$ cat src/hdl/vrs_pkg.sv
// ----------------------------------------------------------------------------
// vrs_pkg
// Shared constants and types of the voltage running statistics block.
// ----------------------------------------------------------------------------
package vrs_pkg;

  localparam int COUNT_BITS = 32;
  localparam int CODE_BITS  = 10;
  localparam int SUM_BITS   = COUNT_BITS + CODE_BITS;
  localparam int ADDR_BITS  = 2;
  localparam int DATA_BITS  = 32;

  localparam logic [CODE_BITS-1:0] CODE_FULL = 10'd1023;
  localparam logic [CODE_BITS-1:0] REF_RESET = 10'd500;

  localparam logic [ADDR_BITS-1:0] ADDR_REFERENCE = 2'd0;

  localparam logic [1:0] KIND_SAMPLE = 2'd0;
  localparam logic [1:0] KIND_HOLD   = 2'd1;
  localparam logic [1:0] KIND_RUN    = 2'd2;

  typedef struct packed {
    logic                 hold;
    logic [CODE_BITS-1:0] code;
  } q_entry_t;

  typedef struct packed {
    logic     valid;
    q_entry_t entry;
  } q_port_t;

endpackage

$ cat src/hdl/vrs_front.sv
// ----------------------------------------------------------------------------
// vrs_front
// Accepts input words, tracks the run and hold mode, and queues samples.
// ----------------------------------------------------------------------------
module vrs_front (
  input  logic                          clk,
  input  logic                          rst,
  input  logic                          item_valid,
  output logic                          item_stall,
  input  logic [1:0]                    kind,
  input  logic [vrs_pkg::CODE_BITS-1:0] sample_code,
  input  logic                          queue_full,
  output vrs_pkg::q_port_t              push
);

  logic hold_mode;
  logic accept;

  assign item_stall = queue_full;
  assign accept     = item_valid && !item_stall;

  always_comb begin
    push.valid      = accept && (kind == vrs_pkg::KIND_SAMPLE);
    push.entry.hold = hold_mode;
    push.entry.code = sample_code;
  end

  always_ff @(posedge clk) begin
    if (rst) begin
      hold_mode <= 1'b0;
    end else if (accept) begin
      if (kind == vrs_pkg::KIND_HOLD) begin
        hold_mode <= 1'b1;
      end else if (kind == vrs_pkg::KIND_RUN) begin
        hold_mode <= 1'b0;
      end
    end
  end

endmodule

$ cat src/hdl/vrs_queue.sv
// ----------------------------------------------------------------------------
// vrs_queue
// Two-entry queue of classified samples between the front and back ends.
// ----------------------------------------------------------------------------
module vrs_queue (
  input  logic             clk,
  input  logic             rst,
  input  vrs_pkg::q_port_t push,
  output logic             full,
  input  logic             pop,
  output vrs_pkg::q_port_t head
);

  vrs_pkg::q_entry_t entries [2];
  logic              wr_ptr;
  logic              rd_ptr;
  logic [1:0]        fill;
  logic              do_push;
  logic              do_pop;

  assign full       = (fill == 2'd2);
  assign head.valid = (fill != 2'd0);
  assign head.entry = entries[rd_ptr];
  assign do_push    = push.valid && !full;
  assign do_pop     = pop && head.valid;

  always_ff @(posedge clk) begin
    if (do_push) begin
      entries[wr_ptr] <= push.entry;
    end
  end

  always_ff @(posedge clk) begin
    if (rst) begin
      wr_ptr <= 1'b0;
      rd_ptr <= 1'b0;
      fill   <= 2'd0;
    end else begin
      if (do_push) begin
        wr_ptr <= !wr_ptr;
      end
      if (do_pop) begin
        rd_ptr <= !rd_ptr;
      end
      if (do_push && !do_pop) begin
        fill <= fill + 2'd1;
      end else if (do_pop && !do_push) begin
        fill <= fill - 2'd1;
      end
    end
  end

endmodule

$ cat src/hdl/vrs_back.sv
// ----------------------------------------------------------------------------
// vrs_back
// Updates the statistics, divides for the average and scales to centivolts.
// ----------------------------------------------------------------------------
module vrs_back (
  input  logic                          clk,
  input  logic                          rst,
  input  vrs_pkg::q_port_t              head,
  output logic                          pop,
  input  logic [vrs_pkg::CODE_BITS-1:0] reference_centivolts,
  output logic                          result_valid,
  input  logic                          result_stall,
  output logic [vrs_pkg::CODE_BITS-1:0] current_cv,
  output logic [vrs_pkg::CODE_BITS-1:0] average_cv,
  output logic [vrs_pkg::CODE_BITS-1:0] maximum_cv,
  output logic [vrs_pkg::CODE_BITS-1:0] minimum_cv,
  output logic                          stats_valid
);

  localparam int CB   = vrs_pkg::COUNT_BITS;
  localparam int W    = vrs_pkg::CODE_BITS;
  localparam int SB   = vrs_pkg::SUM_BITS;
  localparam int PB   = 2 * W;
  localparam logic [3:0] DIV_LAST  = 4'(W - 1);
  localparam logic [2:0] CONV_LAST = 3'd4;

  typedef enum logic [1:0] {ST_IDLE, ST_DIV, ST_CONV, ST_WRITE} state_t;

  state_t          state;
  logic [W-1:0]    current_code;
  logic [W-1:0]    minimum_code;
  logic [W-1:0]    maximum_code;
  logic [CB-1:0]   sample_count;
  logic [SB-1:0]   sample_sum;
  logic            hold_item;
  logic [CB-1:0]   rem;
  logic [W-1:0]    low_bits;
  logic [W-1:0]    quot;
  logic [3:0]      div_step;
  logic [2:0]      conv_step;
  logic [PB-1:0]   prod;
  logic [W-1:0]    cv [4];

  logic [CB-1:0]   sample_count_next;
  logic [SB-1:0]   sample_sum_next;
  logic [W-1:0]    minimum_code_next;
  logic [W-1:0]    maximum_code_next;
  logic [CB:0]     trial;
  logic            trial_ok;
  logic [W-1:0]    conv_code;
  logic [W-1:0]    scaled;

  function automatic logic [W-1:0] div1023(input logic [PB-1:0] p);
    logic [PB:0]   q0;
    logic [PB+W:0] r;
    begin
      q0 = ({1'b0, p} + {11'd0, p[PB-1:W]}) >> W;
      r  = {{W{1'b0}}, 1'b0, p} - (({{W{1'b0}}, q0} << W) - {{W{1'b0}}, q0});
      if (r >= (PB + W + 1)'(vrs_pkg::CODE_FULL)) begin
        q0 = q0 + 1'b1;
      end
      div1023 = q0[W-1:0];
    end
  endfunction

  always_comb begin
    if (sample_count == {CB{1'b1}}) begin
      sample_count_next = {{(CB-1){1'b0}}, 1'b1};
      sample_sum_next   = SB'(head.entry.code);
    end else begin
      sample_count_next = sample_count + 1'b1;
      sample_sum_next   = sample_sum + SB'(head.entry.code);
    end
    minimum_code_next = (head.entry.code < minimum_code) ? head.entry.code : minimum_code;
    maximum_code_next = (head.entry.code > maximum_code) ? head.entry.code : maximum_code;
  end

  assign trial    = {rem, low_bits[W-1]};
  assign trial_ok = (trial >= {1'b0, sample_count});

  always_comb begin
    unique case (conv_step[1:0])
      2'd0:    conv_code = current_code;
      2'd1:    conv_code = quot;
      2'd2:    conv_code = maximum_code;
      default: conv_code = minimum_code;
    endcase
  end

  assign scaled = div1023(prod);
  assign pop    = (state == ST_IDLE) && head.valid;

  always_ff @(posedge clk) begin
    if (rst) begin
      state        <= ST_IDLE;
      current_code <= '0;
      minimum_code <= vrs_pkg::CODE_FULL;
      maximum_code <= '0;
      sample_count <= '0;
      sample_sum   <= '0;
      result_valid <= 1'b0;
    end else begin
      if (result_valid && !result_stall && (state != ST_WRITE)) begin
        result_valid <= 1'b0;
      end
      unique case (state)
        ST_IDLE: begin
          if (head.valid) begin
            current_code <= head.entry.code;
            hold_item    <= head.entry.hold;
            conv_step    <= '0;
            div_step     <= '0;
            if (head.entry.hold) begin
              minimum_code <= vrs_pkg::CODE_FULL;
              maximum_code <= '0;
              sample_count <= '0;
              sample_sum   <= '0;
              state        <= ST_CONV;
            end else begin
              minimum_code <= minimum_code_next;
              maximum_code <= maximum_code_next;
              sample_count <= sample_count_next;
              sample_sum   <= sample_sum_next;
              rem          <= sample_sum_next[SB-1:W];
              low_bits     <= sample_sum_next[W-1:0];
              state        <= ST_DIV;
            end
          end
        end
        ST_DIV: begin
          if (trial_ok) begin
            rem <= trial[CB-1:0] - sample_count;
          end else begin
            rem <= trial[CB-1:0];
          end
          quot     <= {quot[W-2:0], trial_ok};
          low_bits <= {low_bits[W-2:0], 1'b0};
          div_step <= div_step + 4'd1;
          if (div_step == DIV_LAST) begin
            state <= ST_CONV;
          end
        end
        ST_CONV: begin
          prod <= PB'(conv_code) * PB'(reference_centivolts);
          if (conv_step != 3'd0) begin
            cv[conv_step[1:0] - 2'd1] <= scaled;
          end
          conv_step <= conv_step + 3'd1;
          if (conv_step == CONV_LAST) begin
            state <= ST_WRITE;
          end
        end
        ST_WRITE: begin
          if (!result_valid || !result_stall) begin
            current_cv   <= cv[0];
            average_cv   <= hold_item ? '0 : cv[1];
            maximum_cv   <= hold_item ? '0 : cv[2];
            minimum_cv   <= hold_item ? '0 : cv[3];
            stats_valid  <= !hold_item;
            result_valid <= 1'b1;
            state        <= ST_IDLE;
          end
        end
        default: state <= ST_IDLE;
      endcase
    end
  end

endmodule

$ cat src/hdl/voltage_running_statistics.sv
// ----------------------------------------------------------------------------
// voltage_running_statistics
// Running current, average, maximum and minimum of converter samples.
// ----------------------------------------------------------------------------
// Key words are taken by the front end and give no result; samples pass
// through a two-entry queue to the back end, which for a run-mode sample
// updates the statistics, runs the bit-serial divider for the average, passes
// the values through the shared scaling multiplier and loads the output
// register; a hold-mode sample clears the statistics and skips the divider.
// The output register may wait to be taken. The reference register sits at
// byte address 0 of the configuration port and resets to 500.
module voltage_running_statistics (
  input  logic                          clk,
  input  logic                          rst,
  input  logic                          item_valid,
  output logic                          item_stall,
  input  logic [1:0]                    kind,
  input  logic [vrs_pkg::CODE_BITS-1:0] sample_code,
  output logic                          result_valid,
  input  logic                          result_stall,
  output logic [vrs_pkg::CODE_BITS-1:0] current_cv,
  output logic [vrs_pkg::CODE_BITS-1:0] average_cv,
  output logic [vrs_pkg::CODE_BITS-1:0] maximum_cv,
  output logic [vrs_pkg::CODE_BITS-1:0] minimum_cv,
  output logic                          stats_valid,
  input  logic                          psel,
  input  logic                          penable,
  input  logic                          pwrite,
  input  logic [vrs_pkg::ADDR_BITS-1:0] paddr,
  input  logic [vrs_pkg::DATA_BITS-1:0] pwdata,
  output logic [vrs_pkg::DATA_BITS-1:0] prdata,
  output logic                          pready
);

  logic [vrs_pkg::CODE_BITS-1:0] reference_centivolts;
  vrs_pkg::q_port_t              push;
  vrs_pkg::q_port_t              head;
  logic                          queue_full;
  logic                          pop;

  assign pready = 1'b1;
  assign prdata = (paddr == vrs_pkg::ADDR_REFERENCE) ?
                  vrs_pkg::DATA_BITS'(reference_centivolts) : '0;

  always_ff @(posedge clk) begin
    if (rst) begin
      reference_centivolts <= vrs_pkg::REF_RESET;
    end else if (psel && penable && pwrite && pready &&
                 (paddr == vrs_pkg::ADDR_REFERENCE)) begin
      reference_centivolts <= pwdata[vrs_pkg::CODE_BITS-1:0];
    end
  end

  vrs_front u_front (
    .clk         (clk),
    .rst         (rst),
    .item_valid  (item_valid),
    .item_stall  (item_stall),
    .kind        (kind),
    .sample_code (sample_code),
    .queue_full  (queue_full),
    .push        (push)
  );

  vrs_queue u_queue (
    .clk  (clk),
    .rst  (rst),
    .push (push),
    .full (queue_full),
    .pop  (pop),
    .head (head)
  );

  vrs_back u_back (
    .clk                  (clk),
    .rst                  (rst),
    .head                 (head),
    .pop                  (pop),
    .reference_centivolts (reference_centivolts),
    .result_valid         (result_valid),
    .result_stall         (result_stall),
    .current_cv           (current_cv),
    .average_cv           (average_cv),
    .maximum_cv           (maximum_cv),
    .minimum_cv           (minimum_cv),
    .stats_valid          (stats_valid)
  );

endmodule

$ cat config.mk
export PLATFORM = sky130hd
export DESIGN_NAME = voltage_running_statistics
export DESIGN_NICKNAME = d
export VERILOG_FILES = /design/src/hdl/vrs_pkg.sv /design/src/hdl/vrs_front.sv /design/src/hdl/vrs_queue.sv /design/src/hdl/vrs_back.sv /design/src/hdl/voltage_running_statistics.sv
export SDC_FILE = /design/constraint.sdc
export NUM_CORES = 1
export LEC_CHECK = 0
export BUFFER_PORTS_ARGS = -buffer_cell sky130_fd_sc_hd__buf_2
export CORE_ASPECT_RATIO = 2
export CORE_UTILIZATION = 57
export CTS_BUF_LIST = sky130_fd_sc_hd__clkbuf_8
export DETAILED_ROUTE_END_ITERATION = 8
export PLACE_DENSITY = 0.75
export SYNTH_ARGS = -nofsm -noshare
export SYNTH_HDL_FRONTEND = slang
export SYNTH_SLANG_ARGS = --single-unit
$ cat constraint.sdc
create_clock -name clk -period 8.5 [get_ports clk]
set_input_delay 0.425 -clock clk [delete_from_list [all_inputs] [get_ports clk]]
set_output_delay 0.425 -clock clk [all_outputs]
set_load 0.01 [all_outputs]
Word-level counts from Yosys, hierarchy flattened --
Memory sizes are Yosys's and may differ from the RTL's. A register that Yosys moved wholly into a read port is not among the register bits. Index checks and enable logic that the tools add are counted.
Word-level totals: memories 2, output and inout port bits 76, logic and storage cells 145, RAM bits 62, register bits after elaboration 203, bits of input ports 53
Memories:
- u_back.cv | words 4, width 10, read ports 4, clocked after Yosys merged registers in 4, wr ports 1, RTL line vrs_back.sv:42 | logic [W-1:0] cv [4];
- u_queue.entries | words 2, width 11, read ports 1, clocked after Yosys merged registers in 1, wr ports 1, RTL line vrs_queue.sv:14 | vrs_pkg::q_entry_t entries [2];
Cells by class: equality and inequality tests 17, $lt $le $gt $ge 4, bitwise logic cells 1, reductions and logical operators 45, $mul 1, $add $sub $neg 12, muxes and demuxes 43
Operator list (number):
- 32-bit two-way mux | 5
- 42-bit two-way mux | 2
- 10-bit two-way mux | 8
- 32-bit one-hot mux with 2 select lines | 1
- 42-bit by 10-bit adder with 42-bit output | 1
- 33-bit by 32-bit greater-or-equal comparator with 1-bit output | 1
- 32-bit by 1-bit adder with 32-bit output (second input constant) | 1
- 32-bit equality test (second input constant) | 1
- 32-bit subtractor | 1
- 31-bit by 10-bit greater-or-equal comparator with 1-bit output (second input constant) | 1
- 20-bit by 31-bit subtractor with 31-bit output | 1
- 10-bit one-hot mux with 3 select lines | 1
- 21-bit by 11-bit subtractor with 22-bit output | 1
- 20-bit by 10-bit adder with 21-bit output | 1
- 10-bit by 10-bit multiplier with 20-bit output | 1
- 10-bit one-hot mux with 2 select lines | 1
- 3-bit AND reduction | 6
- 2-bit two-way mux | 7
- 2-bit nonzero test | 7
- 1-bit two-way mux | 13
- 1-bit logical AND | 12
- 10-bit by 1-bit adder with 10-bit output (second input constant) | 1
- 2-bit equality test (second input constant) | 5
- 10-bit > comparator | 1
- other kinds (22) | 43

Depth between registers and ports, before layout --
Gate-level depths: netlist of the first run.
depth after elaboration 9, depth in mapped cells 26

Modules after synthesis --
Synthesis of the first run repeated with hierarchy kept, for this count alone.
Second synthesis, totals: cells, all modules 2223, area, all modules 21204.1 µm²
By module, submodules not included:
- vrs_back | instances 1, cells an instance 2061, area each 19328.5 µm²
- vrs_queue | instances 1, cells an instance 59, area each 1009.7 µm²
- voltage_running_statistics | instances 1, cells an instance 81, area each 684.4 µm²
- vrs_front | instances 1, cells an instance 22, area each 181.4 µm²

Least setup slack after synthesis of the first run --
No wires, ideal clock.
path type register to register, start register u_back.conv_step[0], end register u_back.prod[19] (data pin), path buffers 1, path slack 2.400 ns, data required time 8.236 ns, arrival 5.837 ns, cell stages (with the launch flop) 20, period minus slack after synthesis 6.100 ns, path through edfxtp_1 ha_1 buf_1 mux2i_1 nand2_1 fa_1 fa_1 fa_1 fa_1 inv_1 fa_1 ha_1 a21oi_1 o21ai_0 a211oi_1 nor2_1 o211ai_1 nand3b_1 o31ai_1 xnor2_1
On the way: word-level cells in the longest chain between the ends 3, elaborated cells on any way between the ends 5, classes of those cells 1 x mul; 2 x eq/ne; 1 x mux; 1 x reduce/logical
Ends and longest elaborated chain:
- start, declared | RTL line vrs_back.sv:40 | logic [2:0] conv_step;
- start signal, assigned | RTL line vrs_back.sv:148 | conv_step <= conv_step + 3'd1;
- 2-bit equality test, or another cell as far along | RTL line vrs_back.sv:82 | unique case (conv_step[1:0])
- 10-bit one-hot mux with 3 select lines * | RTL line vrs_back.sv:82
- 10-bit by 10-bit multiplier with 20-bit output * | RTL line vrs_back.sv:144 | prod <= PB'(conv_code) * PB'(reference_centivolts);
- end signal, assigned | RTL line vrs_back.sv:144
- end, declared | RTL line vrs_back.sv:41 | logic [PB-1:0] prod;
Every way passes the cells marked *; elsewhere a longest branch is shown, timed or not. A chain may end at the register's enable or synchronous reset.

Final worst setup path of the first run --
start register u_back.prod[11], end memory u_back.cv[1][3] in the netlist's numbering (data pin)
On the way: word-level cells in the longest chain between the ends 5, elaborated cells on any way between the ends 6, classes of those cells 4 x add/sub; 1 x order compare; 1 x mux
Ends and longest elaborated chain:
- 20-bit by 10-bit adder with 21-bit output | RTL line vrs_back.sv:57 | q0 = ({1'b0, p} + {11'd0, p[PB-1:W]}) >> W;
- 21-bit by 11-bit subtractor with 22-bit output | RTL line vrs_back.sv:58 | r = {{W{1'b0}}, 1'b0, p} - (({{W{1'b0}}, q0} << W) - {{W{1'b0}}, q0});
- 20-bit by 31-bit subtractor with 31-bit output | RTL line vrs_back.sv:58
- 31-bit by 10-bit greater-or-equal comparator with 1-bit output | RTL line vrs_back.sv:59 | if (r >= (PB + W + 1)'(vrs_pkg::CODE_FULL)) begin
- 10-bit two-way mux * | RTL line vrs_back.sv:59
- via u_back.scaled[3] | RTL line vrs_back.sv:51 | logic [W-1:0] scaled;
- end, declared | RTL line vrs_back.sv:42
The timed path passes the listed nets; every way through them passes the cells marked *.

==> run_results.csv, run 1 <==
group,metric,value,unit
status,run_status,"finished clean",
final_layout,design_area,22700,um^2
pwr,static-leakage-power,9.33,nW
sta,fmax,0.141,GHz
clock_network,post_cts_setup_buffer_count,0,
clock_network,cts.reportedPaths.clkPinSlew,0.07,ns
sta,post-route-period-util,0.832,
grt,grt_start_max_net_pins,59,
pwr,powerDensity,436,nW/um^2
clock_network,cts-buffers-inserted,45,
sta,finClkSkew,0.0209,ns
final_layout,finalCoreUtilization,0.633,
clock_network,cts-htree-levels,2,
sta,setup-tns-final,0,ns
grt,globalRouteOverflowTotal,0,
clock_network,cts.repair.resized,0,
sta,fin_hold_ws,0.0522,ns
logic_synthesis,post_synth_inst_count,2172,
place,port_buffers,83,
final_layout,stdcell_count,2746,
pwr,p_total,9.90,mW
routing,drt_first_pass_iters,5,
routing,drt.antenna.violating_nets,0,
final_layout,layout-drive-gt1-share,0.101,
run,max_cap_violations,0,
worst_hold_path,timing.hold.worst.class,"input port to flop",
place,dpl.cell_count,2650,
routing,drt-total-wl,54500,um
clock_network,cts_tree,"done",
place,detailed_place_hpwl,41500,um
worst_setup_path,crit_path_max_fanout,8,
logic_synthesis,synth_seq_cells,306,
logic_synthesis,synth_sequential_area_ratio,0.380,
final_layout,synthToLayoutAreaGrowth,8.66,%
worst_setup_path,required,8.84,ns
grt,grt_pass1_vias,17000,
die,die_w,137,um
final_layout,num-nets-final,2541,
clock_network,numClockSinks,306,
place,post_dp_cell_area,21700,um^2
routing,post_drt_via_cell_ratio,5.99,
die,floorplan.die_area,37500,um^2
worst_setup_path,critPathArrivalTime,7.41,ns
grt,antenna_found_initial,2,
grt,grt_first_pass_wirelength,85400,um
logic_synthesis,ys_warn_count,0,
die,dieHeight,273,um
routing,post_drt_wl_per_cell,19.8,um
sta,finalHoldViolCount,0,
logic_synthesis,synth.cell_area,20900,um^2
worst_setup_path,critical_path_class,"flop to flop",
logic_synthesis,synth_enable_flop_cells,183,
sta,post-route-worst-setup-slack,1.43,ns
routing,detail_route.drc_violations,0,
logic_synthesis,async_reset_ff_frac,0,
logic_synthesis,synth_cell_type_count,96,
pwr,irDropWorstVdd,0.000423,V
final_layout,mostFrequentLayoutCells,"inv_1 (195), nand2_1 (188), edfxtp_1 (183)",
logic_synthesis,postSynthAreaPerCell,9.63,um^2
grt,gr-usage-all-layers,0.298,
routing,drt_iter0_drc,694,
logic_synthesis,postSynth.topFlopCell,"edfxtp_1",
routing,dr_total_vias,16500,
clock_network,clock_tree_root_driver_cell,"clkbuf_8",
final_layout,layout_commonest_cell,"inv_1",
worst_setup_path,crit_path_start_kind,"flop",
sta,worstMarginPinSlew,1.14,ns
sta,final-setup-viol-count,0,
clock_network,worstSkewPairLatency,0.62,ns
clock_network,max-clock-path-buffers,3,
die,floorplan.initialDensity,0.582,
die,io_pins,129,
sta,layout_min_cycle_time,7.07,ns
die,floorplan.core_area,35900,um^2
sta,slew_violations,0,
worst_setup_path,critical_path.endpoint_type,"flop",
place,place_congestion,0.958,
sta,rsz0062_at_grt,"no",
die,std_cell_rows,98,
sta,slew_headroom,0.234,
place,dpl_worst_slack,1.60,ns
==> logic make-up (layout without fill, tap and decap cells) <==
family                   after synthesis  after routing  share of synthesized area
flip-flops                           306            306                      0.380
AO/OA/AOI/OAI                        473            473                      0.155
AND/OR/NAND/NOR                      682            682                      0.161
multiplexers                          47             47                     0.0237
XOR/XNOR                             148            148                     0.0620
buffers and inverters                284            385                     0.0565
other                                  2             25                   0.000359
adder cells (fa/ha/maj)              230            230                      0.161
==> power by group <==
group          internal [mW]  switching [mW]  total (mW)
clock network          0.597           0.610        1.21
logic                   2.70            3.78        6.48
registers               2.06           0.153        2.22
total                   5.36            4.54        9.90
==> routing by layer <==
layer	vias up	wire length (um)	global-route usage
li1	7816	-	-
met1	7981	17900	0.269
met2	456	29900	0.572
met3	205	1890	0.0297
met4	0	4860	0.246
met5	-	0	0
==> final timing paths <==
kind / startpoint / end / slack [ns] / cells past startpoint
min reg2reg: u_back.cv[0][2]$_DFFE_PP_ / u_back.current_cv[2]$_DFFE_PP_ / 0.42 / 0
max reg2reg: u_back.prod[11]$_DFFE_PP_ / u_back.cv[1][3]$_DFFE_PP_ / 1.43 / 24
min: pwdata[0] / reference_centivolts[0]$_SDFFE_PP0P_ / 0.05 / 3
max: u_back.prod[11]$_DFFE_PP_ / u_back.cv[1][3]$_DFFE_PP_ / 1.43 / 24
==> registers in the layout (all words and copies together), names as in the netlist, 2 cells and up, named ones only <==
register and cells:
u_back.sample_sum 42, u_back.cv 40, u_back.rem 32, u_back.sample_count 32
u_queue.entries 22, u_back.prod 20, average_cv 10, maximum_cv 10
minimum_cv 10, reference_centivolts 10, u_back.current_code 10, u_back.current_cv 10
u_back.low_bits 10, u_back.maximum_code 10, u_back.minimum_code 10, u_back.quot 10
u_back.div_step 4, u_back.conv_step 3, u_back.state 2, u_queue.fill 2
==> layout make-up <==
| type | count | area (um^2) |
|---|---|---|
| flip-flops and latches | 306 | 7960 |
| clock inverters | 35 | 235 |
| repair buffers | 121 | 728 |
| well taps | 450 | 563 |
| diodes | 2 | 5.00 |
| clock buffers | 48 | 661 |
| inverters | 181 | 679 |
| multi-input cells | 1603 | 11900 |
| fillers | 3007 | 13200 |
==> repair_timing <==
action                     4_1_cts  5_1_grt
setup endpoints to repair        0        0
hold endpoints to repair        21        0
hold buffers                    11        0
==> cells in the mapped netlist, types with 18 or more instances <==
| cell type | number | share of area |
|---|---|---|
| and3_1 | 22 | 0.0066 |
| a211oi_1 | 20 | 0.0072 |
| o21a_1 | 18 | 0.0065 |
| and2_1 | 69 | 0.021 |
| nand2_1 | 188 | 0.034 |
| inv_1 | 179 | 0.032 |
| nor2b_1 | 37 | 0.011 |
| mux2i_1 | 36 | 0.017 |
| nor3_1 | 40 | 0.0096 |
| xor2_1 | 49 | 0.021 |
| nand3_1 | 48 | 0.011 |
| xnor2_1 | 99 | 0.041 |
| nand4_1 | 25 | 0.0075 |
| buf_4 | 26 | 0.0093 |
| dfxtp_1 | 123 | 0.12 |
| nor2_1 | 171 | 0.031 |
| a22o_1 | 19 | 0.0080 |
| o31ai_1 | 25 | 0.0090 |
| a21o_1 | 32 | 0.011 |
| ha_1 | 165 | 0.099 |
| clkbuf_1 | 63 | 0.011 |
| fa_1 | 65 | 0.062 |
| o21ai_0 | 102 | 0.024 |
| a21oi_1 | 109 | 0.026 |
| edfxtp_1 | 183 | 0.26 |
==> worst max-delay path, cell delays in order (launching register included) <==
cell and delay, ns:
edfxtp_1 0.56, ha_1 0.35, a311oi_1 0.28, o21bai_1 0.13, a32o_1 0.27, o21ai_2 0.34, xnor2_1 0.28, inv_1 0.15
ha_1 0.31, nand3_1 0.23, nor4_1 0.25, a21oi_1 0.09, xnor2_1 0.14, ha_1 0.23, or3_1 0.39, or3_1 0.32
o211ai_1 0.28, o21ai_0 0.15, mux2i_1 0.15, or4b_4 0.52, a2111oi_4 0.30, nand4b_2 0.24, o21ai_2 0.33, nand2_1 0.11
xnor2_1 0.42
(Power assumes the default switching activity.)
==> inputs of run 2 (changes only) <==
--- a/config.mk
+++ b/config.mk
@@ -10,7 +10,7 @@
 export CORE_UTILIZATION = 57
 export CTS_BUF_LIST = sky130_fd_sc_hd__clkbuf_8
 export DETAILED_ROUTE_END_ITERATION = 8
-export PLACE_DENSITY = 0.75
+export PLACE_DENSITY = 0.78
 export SYNTH_ARGS = -nofsm -noshare
 export SYNTH_HDL_FRONTEND = slang
 export SYNTH_SLANG_ARGS = --single-unit
==> constraint.sdc (replaced) <==
create_clock -name clk -period 6.1 [get_ports clk]
set_input_delay 0.305 -clock clk [delete_from_list [all_inputs] [get_ports clk]]
set_output_delay 0.305 -clock clk [all_outputs]
set_load 0.01 [all_outputs]
==> run 2 against run 1 <==
- worst hold slack better by 0.017 ns
- critical path type unchanged
- total power up 66%
- clock skew increased by 0.0033 ns
- critical path depth rose by 2
- the run now ends with setup timing left
- utilization up 4.4 points
- critical endpoint is now u_back.cv[2][7]$_DFFE_PP_
- final cell count up 4.5%
- highest routed layer unchanged
- flip-flop and latch count unchanged
==> run_results.csv, run 2 (synthesis gave the netlist of run 1 again) <==
group,metric,value,unit
worst_setup_path,cpMostUsedCell,"o31ai_4",
place,post_dp_cell_area,22500,um^2
worst_setup_path,critical_path_class,"flop to flop",
sta,final-setup-viol-count,4,
clock_network,max-clock-path-buffers,3,
clock_network,cts_tree,"done",
clock_network,worstSkewPairLatency,0.62,ns
die,floorplan.initialDensity,0.582,
final_layout,layout-drive-gt1-share,0.173,
final_layout,registers.top_by_ff_count,"u_back.sample_sum",
worst_setup_path,count_of_buffering_cells_on_the_critical_path_with_inverters_included,3,
final_layout,num-nets-final,2661,
final_layout,synthToLayoutAreaGrowth,16.3,%
sta,finalHoldViolCount,0,
routing,dr_total_vias,17500,
sta,fmax,0.163,GHz
sta,post-route-period-util,1.00,
sta,slew_headroom,0.175,
status,run_status,"finished, violations left",
worst_setup_path,required,6.51,ns
run,max_cap_violations,0,
worst_setup_path,crit_path_top_delay_cell,"o41a_1",
sta,worstMarginPinSlew,1.24,ns
final_layout,mostFrequentLayoutCells,"inv_1 (185), nand2_1 (185), edfxtp_1 (183)",
sta,layout_min_cycle_time,6.12,ns
place,detailed_place_hpwl,45400,um
clock_network,cts-htree-levels,2,
worst_setup_path,crit_path_max_incr_delay,0.47,ns
clock_network,cts-buffers-inserted,47,
worst_setup_path,crit_path_start_kind,"flop",
worst_setup_path,kind_of_cell_adding_the_most_delay_to_the_critical_path,"compound AO/OA/AOI/OAI gates",
worst_setup_path,critPathArrivalTime,6.53,ns
worst_setup_path,crit_path_max_fanout,4,
final_layout,max_reg_flops,42,
routing,drt-total-wl,61200,um
pwr,static-leakage-power,10.1,nW
place,place_congestion,0.972,
worst_setup_path,critical_path.endpoint_type,"flop",
grt,grt_start_max_net_pins,59,
status,violations,"setup timing",
die,std_cell_rows,98,
die,die_w,137,um
grt,antenna_found_initial,2,
grt,grt_pass1_vias,18100,
final_layout,finalCoreUtilization,0.677,
die,floorplan.die_area,37500,um^2
routing,drt_first_pass_iters,6,
routing,drt.antenna.violating_nets,0,
sta,slew_violations,0,
routing,drt_iter0_drc,945,
clock_network,cts.reportedPaths.clkPinSlew,0.07,ns
grt,grt_first_pass_wirelength,93400,um
place,port_buffers,83,
routing,post_drt_via_cell_ratio,6.11,
clock_network,clock_tree_root_driver_cell,"clkbuf_8",
die,floorplan.core_area,35900,um^2
worst_setup_path,r2r_setup_slack,-0.02,ns
grt,gr-usage-all-layers,0.328,
die,io_pins,129,
grt,globalRouteOverflowTotal,0,
sta,finClkSkew,0.0242,ns
die,dieHeight,273,um
pwr,irDropWorstVdd,0.00102,V
routing,detail_route.drc_violations,0,
pwr,powerDensity,677,nW/um^2
clock_network,numClockSinks,306,
routing,post_drt_wl_per_cell,21.3,um
sta,rsz0062_at_grt,"yes",
worst_hold_path,timing.hold.worst.class,"input port to flop",
final_layout,design_area,24300,um^2
sta,post-route-worst-setup-slack,-0.0228,ns
## run 2: per-layer routing
layer / track usage / vias to the layer above / routed length (um)
li1: - / 8047 / -
met1: 0.291 / 8496 / 19400
met2: 0.618 / 680 / 33100
met3: 0.0488 / 305 / 2820
met4: 0.290 / 0 / 5940
met5: 0 / - / 0
## run 2: final cells by class
type,instances,area (um^2)
fillers,2762,11600
clock buffers,52,716
repair buffers,239,1660
multi-input cells,1603,12400
clock inverters,36,338
diodes,2,5.00
inverters,181,679
well taps,450,563
flip-flops and latches,306,7960
## run 2: power by group
part / leakage [nW] / total, mW / switching [mW] / internal, mW
combinational: 6.83 / 11.5 / 6.40 / 5.06
clock: 0.586 / 1.95 / 0.892 / 1.06
sequential: 2.67 / 3.06 / 0.187 / 2.88
total: 10.1 / 16.5 / 7.48 / 9.00
## run 2: worst reg2reg max path, cell delays in order (launching register included)
cell,delay (ns)
edfxtp_1,0.46
ha_1,0.33
a21oi_1,0.16
o21ai_1,0.11
a32oi_2,0.30
nand3_1,0.14
and2_2,0.24
inv_2,0.08
ha_4,0.15
nand3_4,0.09
nor4_4,0.27
a21oi_4,0.06
xnor2_2,0.15
ha_2,0.19
or3_4,0.39
or3_1,0.35
o211ai_1,0.25
buf_4,0.17
o31ai_4,0.08
o41a_1,0.47
xor2_2,0.18
a2111oi_4,0.33
nand4b_4,0.22
o21ai_4,0.26
buf_6,0.15
o31ai_4,0.07
xor2_1,0.30
## run 2: what timing repair did
action,4_1_cts,5_1_grt
setup buffers,0,14
setup endpoints to repair,39,48
hold buffers,20,0
gates resized for setup,16,84
endpoints found under the hold margin,30,0
pin swaps,5,56
## run 2: through the flow
step,setup slack (ns),hold WS (ns),std cells,power (mW),TNS (ns)
after floorplan,0.0259,0.400,2193,10.1,0
after global placement,-0.00705,0.404,2747,12.9,-0.00705
after detailed placement,-0.232,0.415,2747,13.3,-3.44
after CTS,-0.0276,0.0397,2855,15.5,-0.0276
after global routing,-0.192,0.0966,2868,17.8,-4.59
final,-0.0228,0.0688,2869,16.5,-0.0902
## run 2: path summary, 6_finish.rpt
| check | from | endpoint | depth (start not counted) |
|---|---|---|---|
| setup / recovery | u_back.prod[15]$_DFFE_PP_ | u_back.cv[2][7]$_DFFE_PP_ | 26 |
| hold reg to reg | u_back.cv[0][0]$_DFFE_PP_ | u_back.current_cv[0]$_DFFE_PP_ | 0 |
| setup reg to reg | u_back.prod[15]$_DFFE_PP_ | u_back.cv[2][7]$_DFFE_PP_ | 26 |
| hold / removal | item_valid | u_front.hold_mode$_SDFFE_PP0P_ | 4 |
==> inputs of run 3 (changes only) <==
--- a/config.mk
+++ b/config.mk
@@ -10,7 +10,8 @@
 export CORE_UTILIZATION = 57
 export CTS_BUF_LIST = sky130_fd_sc_hd__clkbuf_8
 export DETAILED_ROUTE_END_ITERATION = 8
-export PLACE_DENSITY = 0.78
+export PLACE_DENSITY_LB_ADDON = 0.1
+export RECOVER_POWER = 100
 export SYNTH_ARGS = -nofsm -noshare
 export SYNTH_HDL_FRONTEND = slang
 export SYNTH_SLANG_ARGS = --single-unit
==> run 3 against run 2 <==
- the flow finishes with violations (capacitance limit, slew limit)
- final cell count up 0.35%
- global-route usage down 0.42 points
- non-clock buffer count up 14
- critical path depth unchanged
- largest power group unchanged
==> run_results.csv, run 3 (synthesis gave the netlist of run 1 again) <==
group,metric,value,unit
status,run_status,"finished, violations left",
status,violations,"capacitance limit, slew limit",
final_layout,layout_commonest_cell,"inv_1",
die,die_w,137,um
clock_network,cts-buffers-inserted,45,
sta,finalHoldViolCount,0,
routing,detail_route.drc_violations,0,
sta,fmax,0.170,GHz
final_layout,max_reg_flops,42,
clock_network,max-clock-path-buffers,3,
routing,drt_first_pass_iters,8,
place,dpl.cell_count,2764,
die,std_cell_rows,98,
die,io_pins,129,
grt,grt_pass1_vias,17600,
worst_setup_path,critical_path.endpoint_type,"flop",
final_layout,n_fill_cell,2991,
sta,layout_min_cycle_time,5.89,ns
clock_network,cts-htree-levels,2,
clock_network,cts.reportedPaths.clkPinSlew,0.07,ns
pwr,netSwitchingPower,7.30,mW
die,floorplan.initialDensity,0.582,
worst_hold_path,timing.hold.worst.class,"input port to flop",
clock_network,clock_tree_root_driver_cell,"clkbuf_8",
place,place_congestion,1.00,
die,dieHeight,273,um
grt,grt_start_max_net_pins,59,
routing,drt.antenna.violating_nets,0,
worst_setup_path,critical_path_class,"flop to flop",
sta,final-setup-viol-count,0,
place,detailed_place_hpwl,46200,um
pwr,power.share.switching,0.463,
sta,slew_violations,121,
routing,post_drt_wl_per_cell,20.9,um
final_layout,stdcell_count,2879,
final_layout,synthToLayoutAreaGrowth,14.3,%
final_layout,num-nets-final,2673,
run,max_cap_violations,3,
pwr,clock_power_share,0.108,
routing,drt_iter0_drc,868,
die,floorplan.core_area,35900,um^2
sta,setup-tns-final,0,ns
place,port_buffers,83,
final_layout,finalCoreUtilization,0.666,
pwr,static-leakage-power,9.86,nW
grt,grt_first_pass_wirelength,91300,um
clock_network,numClockSinks,306,
grt,antenna_found_initial,2,
final_layout,mostFrequentLayoutCells,"inv_1 (198), nand2_1 (188), edfxtp_1 (183)",
worst_setup_path,critPathArrivalTime,6.23,ns
routing,drt-total-wl,60100,um
final_layout,multi_input_area,12200,um^2
pwr,power_frac_seq,0.193,
routing,post_drt_via_cell_ratio,5.92,
pwr,p_total,15.8,mW
sta,worstMarginPinSlew,1.84,ns
final_layout,layout-drive-gt1-share,0.138,
pwr,internal_power,8.48,mW
sta,slew_headroom,-0.224,
grt,gr-usage-all-layers,0.324,
clock_network,cts_tree,"done",
final_layout,register_area,7960,um^2
routing,dr_total_vias,17000,
sta,finClkSkew,0.0165,ns
worst_setup_path,required,6.44,ns
pwr,comb_power_share,0.699,
die,floorplan.die_area,37500,um^2
sta,post-route-period-util,0.966,
worst_setup_path,crit_path_start_kind,"flop",
grt,globalRouteOverflowTotal,0,
pwr,powerDensity,660,nW/um^2
clock_network,worstSkewPairLatency,0.62,ns
worst_setup_path,crit_path_max_fanout,4,
pwr,irDropWorstVdd,0.000747,V
final_layout,registers.top_by_ff_count,"u_back.sample_sum",
[run 3: cell count changes in the layout (fill, tap and decap cells not counted), sizes merged]
cell    before  now
clkbuf      52  109
buf        219  175
inv        197  203
bufinv       6    1
clkinv      13    9
[run 3: path summary, 6_finish.rpt]
path / from / end / slack, ns / depth (start not counted)
hold / removal: result_stall / u_back.result_valid$_SDFF_PP0_ / 0.09 / 5
setup reg to reg: u_back.prod[1]$_DFFE_PP_ / u_back.cv[2][9]$_DFFE_PP_ / 0.21 / 26
hold reg to reg: u_back.cv[0][6]$_DFFE_PP_ / u_back.current_cv[6]$_DFFE_PP_ / 0.42 / 0
setup / recovery: u_back.prod[1]$_DFFE_PP_ / u_back.cv[2][9]$_DFFE_PP_ / 0.21 / 26
[run 3: area by class of cell]
cell class / instances / share of cell area
diodes: 2 / 0.000209
clock inverters: 33 / 0.00811
clock buffers: 51 / 0.0293
inverters: 181 / 0.0284
flip-flops and latches: 306 / 0.333
well taps: 450 / 0.0235
repair buffers: 253 / 0.0695
multi-input cells: 1603 / 0.508
[run 3: metrics by stage]
stage | worst slack (ns) | hold slack [ns] | instance area (um^2)
floorplan | 0.0259 | 0.400 | 21000
global placement | 0.0346 | 0.404 | 22600
detailed placement | -0.0838 | 0.405 | 22600
CTS | 0.00223 | 0.0429 | 23700
global route | -0.109 | 0.0829 | 23900
finish | 0.206 | 0.0931 | 23900
[run 3: worst max-delay path, cell delays in order (launching register included)]
cell and delay [ns]:
edfxtp_1 0.39, ha_1 0.32, a311oi_2 0.27, o21bai_2 0.12
a32o_2 0.26, o21ai_2 0.18, xnor2_1 0.17, inv_1 0.09
ha_1 0.23, nand3_2 0.10, nor4_2 0.04, a21oi_1 0.15
xnor2_1 0.08, ha_1 0.19, or3_1 0.38, or3_1 0.33
o211ai_1 0.32, o31ai_2 0.19, o41a_1 0.38, buf_4 0.15
a211oi_1 0.37, a211oi_4 0.12, buf_4 0.17, o21ai_4 0.23
buf_4 0.15, nor4_2 0.05, xnor2_2 0.18
[run 3: per-layer routing]
layer | global-route usage | wire length [um] | up-vias
li1 | - | - | 8084
met1 | 0.280 | 18800 | 8181
met2 | 0.619 | 32900 | 521
met3 | 0.0330 | 2130 | 251
met4 | 0.309 | 6320 | 0
met5 | 0 | 0 | -
[run 3: timing repair]
item	4_1_cts	5_1_grt
buffers inserted	1	8
resized for setup	7	43
endpoints found under the hold margin	30	0
hold buffers	20	0
setup endpoints to repair	15	48
pin swaps	0	14
[run 3: power by group through the flow]
stage	sequential (mW)	combinational [mW]	clock, mW
2_1_floorplan	3.04	7.10	0
3_3_place_gp	3.08	10.2	0
3_5_place_dp	3.09	10.4	0
4_1_cts	3.04	10.5	1.73
5_1_grt	3.07	12.2	1.80
6_report	3.05	11.0	1.70
